$ cat config.mk
export PLATFORM = sky130hd
export DESIGN_NAME = sorted_merge_union_unit
export DESIGN_NICKNAME = d
export VERILOG_FILES = /design/src/sv/smu_pkg.sv /design/src/sv/smu_head_select.sv /design/src/sv/sorted_merge_union_unit.sv
export SDC_FILE = /design/constraint.sdc
export NUM_CORES = 1
export LEC_CHECK = 0
export ABC_AREA = 1
export BUFFER_PORTS_ARGS = -buffer_cell sky130_fd_sc_hd__buf_4
export CAP_MARGIN = 20
export CORE_MARGIN = 1
export CORE_UTILIZATION = 45
export CTS_BUF_LIST = sky130_fd_sc_hd__clkbuf_8
export DETAILED_ROUTE_END_ITERATION = 8
export PLACE_DENSITY_LB_ADDON = 0.08
export RECOVER_POWER = 50
export SYNTH_ARGS = -nofsm -noshare
export SYNTH_HDL_FRONTEND = slang
export SYNTH_SLANG_ARGS = --single-unit
$ cat constraint.sdc
create_clock -name clk_i -period 6.7 [get_ports clk_i]
set_input_delay 1.34 -clock clk_i [delete_from_list [all_inputs] [get_ports clk_i]]
set_output_delay 1.34 -clock clk_i [all_outputs]
set_load 0.01 [all_outputs]
$ cat src/sv/smu_pkg.sv
// Shared constants, types and command codes for the sorted merge union unit.
package smu_pkg;

  // Store depth per list and derived widths
  localparam int ListDepth = 16;
  localparam int CntW      = $clog2(ListDepth + 1);
  localparam int IdxW      = (ListDepth > 1) ? $clog2(ListDepth) : 1;
  localparam int DataW     = 32;

  // Command codes
  localparam logic [1:0] CmdAppendA = 2'd0;
  localparam logic [1:0] CmdAppendB = 2'd1;
  localparam logic [1:0] CmdRun     = 2'd2;

  // Sequencer states
  typedef enum logic [1:0] {
    StIdle,
    StMerge,
    StFlush
  } state_e;

  // Result of the shared head compare
  typedef struct packed {
    logic                    take_a;
    logic signed [DataW-1:0] value;
  } head_sel_t;

endpackage

$ cat src/sv/smu_head_select.sv
// Shared head compare: picks the smaller list head, list A on ties.
module smu_head_select
  import smu_pkg::*;
(
  input  logic signed [DataW-1:0] head_a_i,
  input  logic signed [DataW-1:0] head_b_i,
  input  logic                    a_avail_i,
  input  logic                    b_avail_i,
  output head_sel_t               sel_o
);

  // Take A when B is exhausted or A's head does not exceed B's
  always_comb begin
    sel_o.take_a = a_avail_i && (!b_avail_i || (head_a_i <= head_b_i));
    sel_o.value  = sel_o.take_a ? head_a_i : head_b_i;
  end

endmodule

$ cat src/sv/sorted_merge_union_unit.sv
// Top level of the sorted merge union unit: list stores, sequencer and result register.
//
// Usage: a command is transferred at a rising edge with start_i high and busy_o low.
// cmd_i 0 appends value_i to list A, 1 appends to list B, 2 runs the merge, 3 is ignored.
// Appends give no result; an append to a full list is dropped
// and sets the overflow flag reported on the next run's results.
// A run walks both stores through one shared compare unit, one head per cycle, and
// keeps busy_o high through the merge and the final flush state.
// Distinct values leave ascending, each shown for one cycle with valid_o high; the
// final one carries last_o and shows in the first cycle with busy_o low. A value is
// held until the next distinct value (or the end of the lists) shows whether it is
// the last, and only then is it registered into the result.
// A run on two empty lists gives one result in the following cycle with empty_res_o and
// last_o set, and busy_o stays low.
// After each run both lists and the overflow flag are cleared.
// The receiver cannot stall: each result is taken in the cycle it is shown.
// Reset clears the counts, the flag, the sequencer and the strobe; store
// contents are undefined until written and only loaded entries are read.
module sorted_merge_union_unit
  import smu_pkg::*;
(
  input  logic                    clk_i,
  input  logic                    rst_ni,
  input  logic                    start_i,
  input  logic [1:0]              cmd_i,
  input  logic signed [DataW-1:0] value_i,
  output logic                    busy_o,
  output logic                    valid_o,
  output logic signed [DataW-1:0] out_value_o,
  output logic                    last_o,
  output logic                    empty_res_o,
  output logic                    overflow_o
);

  // List stores
  logic signed [DataW-1:0] list_a_q [ListDepth];
  logic signed [DataW-1:0] list_b_q [ListDepth];

  // Control state
  state_e          state_q, state_d;
  logic [CntW-1:0] count_a_q, count_b_q;
  logic [CntW-1:0] ia_q, ia_d, ib_q, ib_d;
  logic            dropped_q;
  logic            have_prev_q, have_prev_d;
  logic signed [DataW-1:0] prev_q, prev_d;

  // Result register
  logic                    valid_q, valid_d;
  logic signed [DataW-1:0] res_value_q, res_value_d;
  logic                    res_last_q, res_last_d;
  logic                    res_empty_q, res_empty_d;
  logic                    res_ovf_q, res_ovf_d;

  // Sequencer outputs
  logic      accept;
  logic      wr_a, wr_b;
  logic      drop;
  logic      clear_lists;
  logic      a_avail, b_avail;
  head_sel_t sel;

  assign accept  = start_i && (state_q == StIdle);
  assign a_avail = ia_q < count_a_q;
  assign b_avail = ib_q < count_b_q;

  // Shared compare unit on the current heads
  smu_head_select u_head_select (
    .head_a_i  (list_a_q[ia_q[IdxW-1:0]]),
    .head_b_i  (list_b_q[ib_q[IdxW-1:0]]),
    .a_avail_i (a_avail),
    .b_avail_i (b_avail),
    .sel_o     (sel)
  );

  // Next state
  always_comb begin
    state_d = state_q;
    unique case (state_q)
      StIdle: begin
        if (accept && (cmd_i == CmdRun) &&
            ((count_a_q != '0) || (count_b_q != '0))) begin
          state_d = StMerge;
        end
      end
      StMerge: begin
        if ((ia_d >= count_a_q) && (ib_d >= count_b_q)) begin
          state_d = StFlush;
        end
      end
      StFlush: state_d = StIdle;
      default: state_d = StIdle;
    endcase
  end

  // Sequencer outputs and datapath next values
  always_comb begin
    wr_a        = 1'b0;
    wr_b        = 1'b0;
    drop        = 1'b0;
    clear_lists = 1'b0;
    ia_d        = ia_q;
    ib_d        = ib_q;
    have_prev_d = have_prev_q;
    prev_d      = prev_q;
    valid_d     = 1'b0;
    res_value_d = res_value_q;
    res_last_d  = res_last_q;
    res_empty_d = res_empty_q;
    res_ovf_d   = res_ovf_q;
    unique case (state_q)
      StIdle: begin
        ia_d        = '0;
        ib_d        = '0;
        have_prev_d = 1'b0;
        if (accept) begin
          unique case (cmd_i)
            CmdAppendA: begin
              wr_a = count_a_q < CntW'(ListDepth);
              drop = !wr_a;
            end
            CmdAppendB: begin
              wr_b = count_b_q < CntW'(ListDepth);
              drop = !wr_b;
            end
            CmdRun: begin
              // Both lists empty: report the empty result straight away
              if ((count_a_q == '0) && (count_b_q == '0)) begin
                valid_d     = 1'b1;
                res_value_d = '0;
                res_last_d  = 1'b1;
                res_empty_d = 1'b1;
                res_ovf_d   = dropped_q;
                clear_lists = 1'b1;
              end
            end
            default: ;
          endcase
        end
      end
      StMerge: begin
        // Advance the taken head
        if (sel.take_a) begin
          ia_d = ia_q + 1'b1;
        end else begin
          ib_d = ib_q + 1'b1;
        end
        // Release the held value once a new distinct value arrives
        if (!have_prev_q || (sel.value != prev_q)) begin
          if (have_prev_q) begin
            valid_d     = 1'b1;
            res_value_d = prev_q;
            res_last_d  = 1'b0;
            res_empty_d = 1'b0;
            res_ovf_d   = dropped_q;
          end
          prev_d      = sel.value;
          have_prev_d = 1'b1;
        end
      end
      StFlush: begin
        // Emit the held value as the final result
        valid_d     = 1'b1;
        res_value_d = prev_q;
        res_last_d  = 1'b1;
        res_empty_d = 1'b0;
        res_ovf_d   = dropped_q;
        clear_lists = 1'b1;
      end
      default: ;
    endcase
  end

  // Control registers
  always_ff @(posedge clk_i or negedge rst_ni) begin
    if (!rst_ni) begin
      state_q     <= StIdle;
      count_a_q   <= '0;
      count_b_q   <= '0;
      dropped_q   <= 1'b0;
      ia_q        <= '0;
      ib_q        <= '0;
      have_prev_q <= 1'b0;
      valid_q     <= 1'b0;
    end else begin
      state_q     <= state_d;
      ia_q        <= ia_d;
      ib_q        <= ib_d;
      have_prev_q <= have_prev_d;
      valid_q     <= valid_d;
      if (clear_lists) begin
        count_a_q <= '0;
        count_b_q <= '0;
        dropped_q <= 1'b0;
      end else begin
        if (wr_a) count_a_q <= count_a_q + 1'b1;
        if (wr_b) count_b_q <= count_b_q + 1'b1;
        if (drop) dropped_q <= 1'b1;
      end
    end
  end

  // Payload registers and list stores
  always_ff @(posedge clk_i) begin
    prev_q      <= prev_d;
    res_value_q <= res_value_d;
    res_last_q  <= res_last_d;
    res_empty_q <= res_empty_d;
    res_ovf_q   <= res_ovf_d;
    if (wr_a) list_a_q[count_a_q[IdxW-1:0]] <= value_i;
    if (wr_b) list_b_q[count_b_q[IdxW-1:0]] <= value_i;
  end

  assign busy_o      = (state_q != StIdle);
  assign valid_o     = valid_q;
  assign out_value_o = res_value_q;
  assign last_o      = res_last_q;
  assign empty_res_o = res_empty_q;
  assign overflow_o  = res_ovf_q;

endmodule

Word-level counts from Yosys, hierarchy flattened:

Memory sizes are Yosys's and may differ from the RTL's.
Index checks and enable logic that the tools add are counted.

* input bits: 37
* memories: 2
* word-level logic and storage cells: 122
* bits in registers: 92
* bits in read-only memories: 0
* output and inout bits: 37
* bits in latches: 0
* bits in writable memories: 1024

Memory list
* list_a_q: words 16, width 32, rd ports 1, clocked after memory_dff 0, write ports 1, RTL line sorted_merge_union_unit.sv:36 `logic signed [DataW-1:0] list_a_q [ListDepth];`
* list_b_q: words 16, width 32, rd ports 1, clocked after memory_dff 0, write ports 1, RTL line sorted_merge_union_unit.sv:37 `logic signed [DataW-1:0] list_b_q [ListDepth];`

* eq/ne operators: 12
* divide/modulo/power cells: 0
* bitwise logic cells: 0
* reduce and logical (&&, ||, !) cells: 29
* $lt $le $gt $ge: 7
* $add $sub $neg: 4
* $mul: 0
* mux-type cells: 55
* shift operators: 0

Operator list (count)
* 2-to-1 mux 32 bit: 6
* case mux 32 bit (3 select lines): 1
* less-or-equal comparator 32 bit: 1
* != test 32 bit: 1
* 2-to-1 mux 1 bit: 30
* 2-to-1 mux 5 bit: 6
* adder 5 x 1 -> 5 bit (second input constant): 4
* case mux 5 bit (2 select lines): 2
* case mux 1 bit (3 select lines): 4
* >= comparator 5 bit: 2
* zero test 5 bit: 2
* < comparator 5 bit: 2
* < comparator 5 bit (second input constant): 2
* nonzero test 2 bit: 5
* nonzero test 5 bit: 2
* != test 2 bit (second input constant): 4
* logical AND 1 bit: 6
* != test 2 x 1 -> 1 bit (second input constant): 3
* case mux 1 bit (2 select lines): 3
* AND reduction 2 bit: 3
* AND reduction 6 bit: 1
* equality test 2 x 1 -> 1 bit (second input constant): 2
* equality test 2 bit (second input constant): 2
* zero test 1 bit: 4
* 5 further kinds: 9

Logic depth before layout (Yosys ltp):

* word-level depth: 10
* gate-level depth with buffers: 40
* gate-level depth less buffers: 38

Hierarchy:

From an unflattened synthesis, not the netlist that was laid out.

* cell total of the unflattened synthesis: 3345
* area total of the unflattened synthesis: 45551.2 sq um

Modules (own cells, without submodules)
* sorted_merge_union_unit: area each 44174.9 sq um, seq. area each 33387.0 sq um, times used 1, cells each 3091
* smu_head_select: area each 1376.3 sq um, seq. area each 0.0 sq um, times used 1, cells each 254

Worst setup path before layout:

Ideal clock, no wire load.

* path type: reg-to-reg
* from: register ib_q[0]
* to: register res_empty_q (netlist: empty_res_o), enable pin
* stages on the path, launching flop included: 33
* setup time: 0.439 ns
* arrival: 4.938 ns
* path slack: 1.323 ns
* cell sequence: dfrtp_1 inv_2 buf_2 clkbuf_1 o21ai_0 o221ai_1 o211ai_1 nand3_1 inv_1 ha_1 nand2_1 inv_1 nand2_1 nand2_1 nand2_1 nand3_1 a21oi_1 nand2_1 nand2_1 nand3_2 buf_4 buf_4 nand3_1 nand3_1 nand2_1 inv_1 nand2_1 nor2_1 nand2_1 nor2_1 nand2_1 nand2_1 a21oi_1

* longest elaborated chain between the ends: 9
* elaborated cells on any way between the ends: 11
* classes of those cells: order compare: 2; eq/ne: 2; mux: 1; reduce/logical: 5; memory: 1

RTL lines
* start, declared: RTL line sorted_merge_union_unit.sv:42 `logic [CntW-1:0] ia_q, ia_d, ib_q, ib_d;`
* start signal, assigned: RTL line sorted_merge_union_unit.sv:187 `ib_q <= ib_d;`
* memory (16 x 32 bit) or < comparator 5 bit (tied branches)
* less-or-equal comparator 32 bit or zero test 1 bit (tied branches): RTL line smu_head_select.sv:14 `sel_o.take_a = a_avail_i && (!b_avail_i || (head_a_i <= head_b_i));`
* logical OR 1 bit: RTL line smu_head_select.sv:14
* logical AND 1 bit: RTL line smu_head_select.sv:14
* 2-to-1 mux 32 bit *: RTL line smu_head_select.sv:15 `sel_o.value = sel_o.take_a ? head_a_i : head_b_i;`
* != test 32 bit *: RTL line sorted_merge_union_unit.sv:148 `if (!have_prev_q || (sel.value != prev_q)) begin`
* logical OR 1 bit *: RTL line sorted_merge_union_unit.sv:148
* != test 2 bit (no line) *
* AND reduction 6 bit (no line) *
* end signal, assigned: RTL line sorted_merge_union_unit.sv:207 `res_empty_q <= res_empty_d;`
* end, declared: RTL line sorted_merge_union_unit.sv:51 `logic res_empty_q, res_empty_d;`

Mark *: on every way between the ends. The rest lies on a longest branch, timed or not.
A chain may end at the register's enable or synchronous reset.

==> impl_metrics.env <==
export IMPL_outcome="complete, but fails checks"
export IMPL_failed_checks="capacitance limit, slew limit"
export IMPL_cts_made_buffers=182
export IMPL_hpwl_um=81300
export IMPL_ys_seq_area_share_pct=73.3
export IMPL_drc=0
export IMPL_critical_path_arrival_ns=6.68
export IMPL_postCtsSetupBuffers=0
export IMPL_seqPwrFrac_pct=42.2
export IMPL_fmax_ghz=0.163
export IMPL_r2r_cells=30
export IMPL_track_usage_pct=27.3
export IMPL_synth_seq_cells=1116
export IMPL_drt_wl_total_um=140000
export IMPL_die_w_um=320
export IMPL_clkPwrFrac_pct=26.5
export IMPL_place_inst=4866
export IMPL_yosysMostFrequentCell="edfxtp_1"
export IMPL_irDropWorstVdd_v=0.000329
export IMPL_synth_area_per_cell_sq_um=12.6
export IMPL_fin_util_pct=51.0
export IMPL_holdWs_ns=0.481
export IMPL_yosysTopAreaCell="edfxtp_1"
export IMPL_layout_cells_non_filler=5190
export IMPL_cts_root_buffer="clkbuf_8"
export IMPL_crit_buf_inv=4
export IMPL_final_layout_size_suffix_gt1_share_pct=10.0
export IMPL_min_to="overflow_o$_DFFE_PP_"
export IMPL_die_y_um=320
export IMPL_syn_to_final_growth_pct=12.0
export IMPL_start_util_pct=45.5
export IMPL_via_per_inst=5.89
export IMPL_io_buffers=73
export IMPL_hold_viol=0
export IMPL_ys_async_sr_fraction_pct=2.24
export IMPL_fin_skew_ns=0.0528
export IMPL_synth_top_cell_area_share_pct=71.9
export IMPL_min_delay_start="dropped_q$_DFFE_PN0P_"
export IMPL_overflow=0
export IMPL_reg2reg_to="out_value_o[19]$_SDFFCE_PP0P_"
export IMPL_path_delay_family="simple AND/OR/NAND/NOR gates"
export IMPL_grt_pass1_vias=29400
export IMPL_rrSetupSlack_ns=0.56
export IMPL_cap_violations=11
export IMPL_syn_nets=3703
export IMPL_drt_antenna_violating_nets=0
export IMPL_first_pass_iters=6
export IMPL_slowest_delay_ns=0.58
export IMPL_clk_insertion_delay_late_ns=0.87
export IMPL_timing_rr_start="ib_q[0]$_DFF_PN0_"
export IMPL_holdBufCountCts=0
export IMPL_required_ns=7.23
export IMPL_synth_edf_count=1091
export IMPL_dr_total_vias=30600
export IMPL_fin_setup_tns_ns=0
export IMPL_clock_sinks=1116
export IMPL_ctsResizeCount=0
export IMPL_critical_path_class="reg2reg"
export IMPL_tritoncts="done"
export IMPL_path_clk_slew_ns=0.06
export IMPL_finalCritPeriodShare_pct=91.7
export IMPL_antenna_found_initial=4
export IMPL_tightest_slew_ns=2.00
export IMPL_synth_area_leaders="edfxtp_1 (72%), o21ai_0 (5.5%), nor2_1 (4.9%), nand2_1 (3.5%), o221ai_1 (2.0%)"
export IMPL_coreArea_sq_um=100000
export IMPL_whs_path_depth=0
export IMPL_ios=74
export IMPL_fill_cells=8651
export IMPL_period_needed_ns=6.14
export IMPL_crit_top_cell="nand2_1"
export IMPL_p_per_area_nw_per_um2=394
export IMPL_yosysWarningCount=0
export IMPL_p_sw_share_pct=37.0
export IMPL_intPower_mw=12.7
export IMPL_clock_path_buffers=3
export IMPL_power_total_mw=20.1
export IMPL_p_switching_mw=7.45
export IMPL_core_rowCount=116
export IMPL_slew_headroom_pct=-33.6
export IMPL_min_path_type="reg2reg"
export IMPL_cp_end_kind="register"
export IMPL_final_nets=3853
export IMPL_synth_top_cells_by_count="edfxtp_1 (1091), nor2_1 (597), o21ai_0 (503)"
export IMPL_rsz0062_at_grt="false"
export IMPL_dieArea_sq_um=103000
export IMPL_grt_max_degree=134
export IMPL_comb_power_share_pct=31.3
export IMPL_wire_per_inst_um=27.0
export IMPL_yosysUniqueCellTypes=36
export IMPL_synthCells=3602
export IMPL_slowest_stage="inv_8"
export IMPL_critical_path_max_fanout=133
export IMPL_drtIter0Drc=3320
export IMPL_place_congestion=0.918
export IMPL_cts_htree_levels=4
export IMPL_syn_area_sq_um=45600
export IMPL_synthFlopType="edfxtp_1"
export IMPL_p_leak_nw=17.7
export IMPL_grt_pass1_wl_um=202000
export IMPL_setup_violations=0
export IMPL_start_kind="register"
export IMPL_drv_slew=357
-- worst register-to-register path, delay by kind of cell, from the launching register on --
kind | cells | cell delay [ns]
AND/OR/NAND/NOR | 20 | 2.17
flip-flops | 1 | 0.55
buffers and inverters | 4 | 1.65
AO/OA/AOI/OAI | 5 | 0.98
adder cells (fa/ha/maj) | 1 | 0.44
-- power by group through the flow --
stage | combinational (mW) | clock [mW] | sequential (mW)
5_1_grt | 6.95 | 5.72 | 8.51
3_5_place_dp | 6.30 | 0 | 8.61
3_3_place_gp | 6.19 | 0 | 8.61
4_1_cts | 6.32 | 5.43 | 8.47
6_report | 6.31 | 5.33 | 8.49
2_1_floorplan | 4.04 | 0 | 8.51
-- placed cells by master, fill, tap and decap left out, types with 5 or more instances in the layout --
cell type / count
a21oi_1: 30
a31oi_1: 29
buf_12: 17
buf_4: 97
clkbuf_1: 67
clkbuf_8: 187
clkinv_1: 43
clkinv_2: 17
dfrtp_1: 19
edfxtp_1: 1091
ha_1: 64
inv_1: 200
inv_2: 9
inv_8: 5
nand2_1: 424
nand3_1: 112
nand3b_1: 26
nor2_1: 565
nor2_4: 32
nor3_1: 5
o211ai_1: 20
o21ai_0: 503
o21ai_1: 33
o221ai_1: 106
o22ai_1: 147
-- cell families (layout without fill, tap and decap cells) --
kind of cell               Yosys count  in the layout  synth area share [%]
DFF                               1116           1116                  73.3
other                                0              3                     0
adders and majority gates           64             64                  1.76
buffers and inverters              366            653                  3.39
AOI/OAI and AO/OA                  883            883                  11.3
and+or+nand+nor                   1173           1173                  10.3
-- area by class of cell --
type	instances	area, sq um	area share, %
Clock buffer	187	2570	5.04
Clock inverter	134	627	1.23
Inverter	150	579	1.13
Tap cell	1298	1620	3.18
Sequential cell	1116	33400	65.4
Timing Repair Buffer	182	1350	2.64
Multi-Input combinational cell	2120	10900	21.3
Antenna cell	3	7.51	0.0147
-- state kept, by name (all words and copies together), names as in the netlist --
signal,cells
count_a_q,5
count_b_q,5
dropped_q,1
empty_res_o,1
have_prev_q,1
ia_q,5
ib_q,5
last_o,1
list_a_q,512
list_b_q,512
out_value_o,32
overflow_o,1
prev_q,32
state_q,2
valid_o,1
-- metal layers --
metal,global-route usage [%],share of wire [%],vias up
li1,-,-,13500
met1,39.3,44,15500
met2,42.0,45,1283
met3,4.80,7.4,220
met4,9.26,2.9,2
met5,0,0.0093,-
-- stage by stage --
step	cell area (sq um)	worst slack, ns
floorplan	45600	1.32
global placement	48000	0.838
detailed placement	48100	0.736
CTS	51300	0.729
global route	51000	0.105
finish	51000	0.557
-- worst max path at each step --
stage / depth (start not counted) / slack, ns / to / start
floorplan: 32 / 1.32 / empty_res_o$_DFFE_PP_ / ib_q[0]$_DFF_PN0_
global placement: 29 / 0.84 / empty_res_o$_DFFE_PP_ / ib_q[0]$_DFF_PN0_
detailed placement: 30 / 0.74 / out_value_o[19]$_SDFFCE_PP0P_ / ib_q[0]$_DFF_PN0_
CTS: 28 / 0.73 / out_value_o[22]$_SDFFCE_PP0P_ / ib_q[0]$_DFF_PN0_
global route: 34 / 0.11 / state_q[1]$_DFFE_PN0P_ / ib_q[0]$_DFF_PN0_
finish: 30 / 0.56 / out_value_o[19]$_SDFFCE_PP0P_ / ib_q[0]$_DFF_PN0_
(Power assumes the default switching activity.)
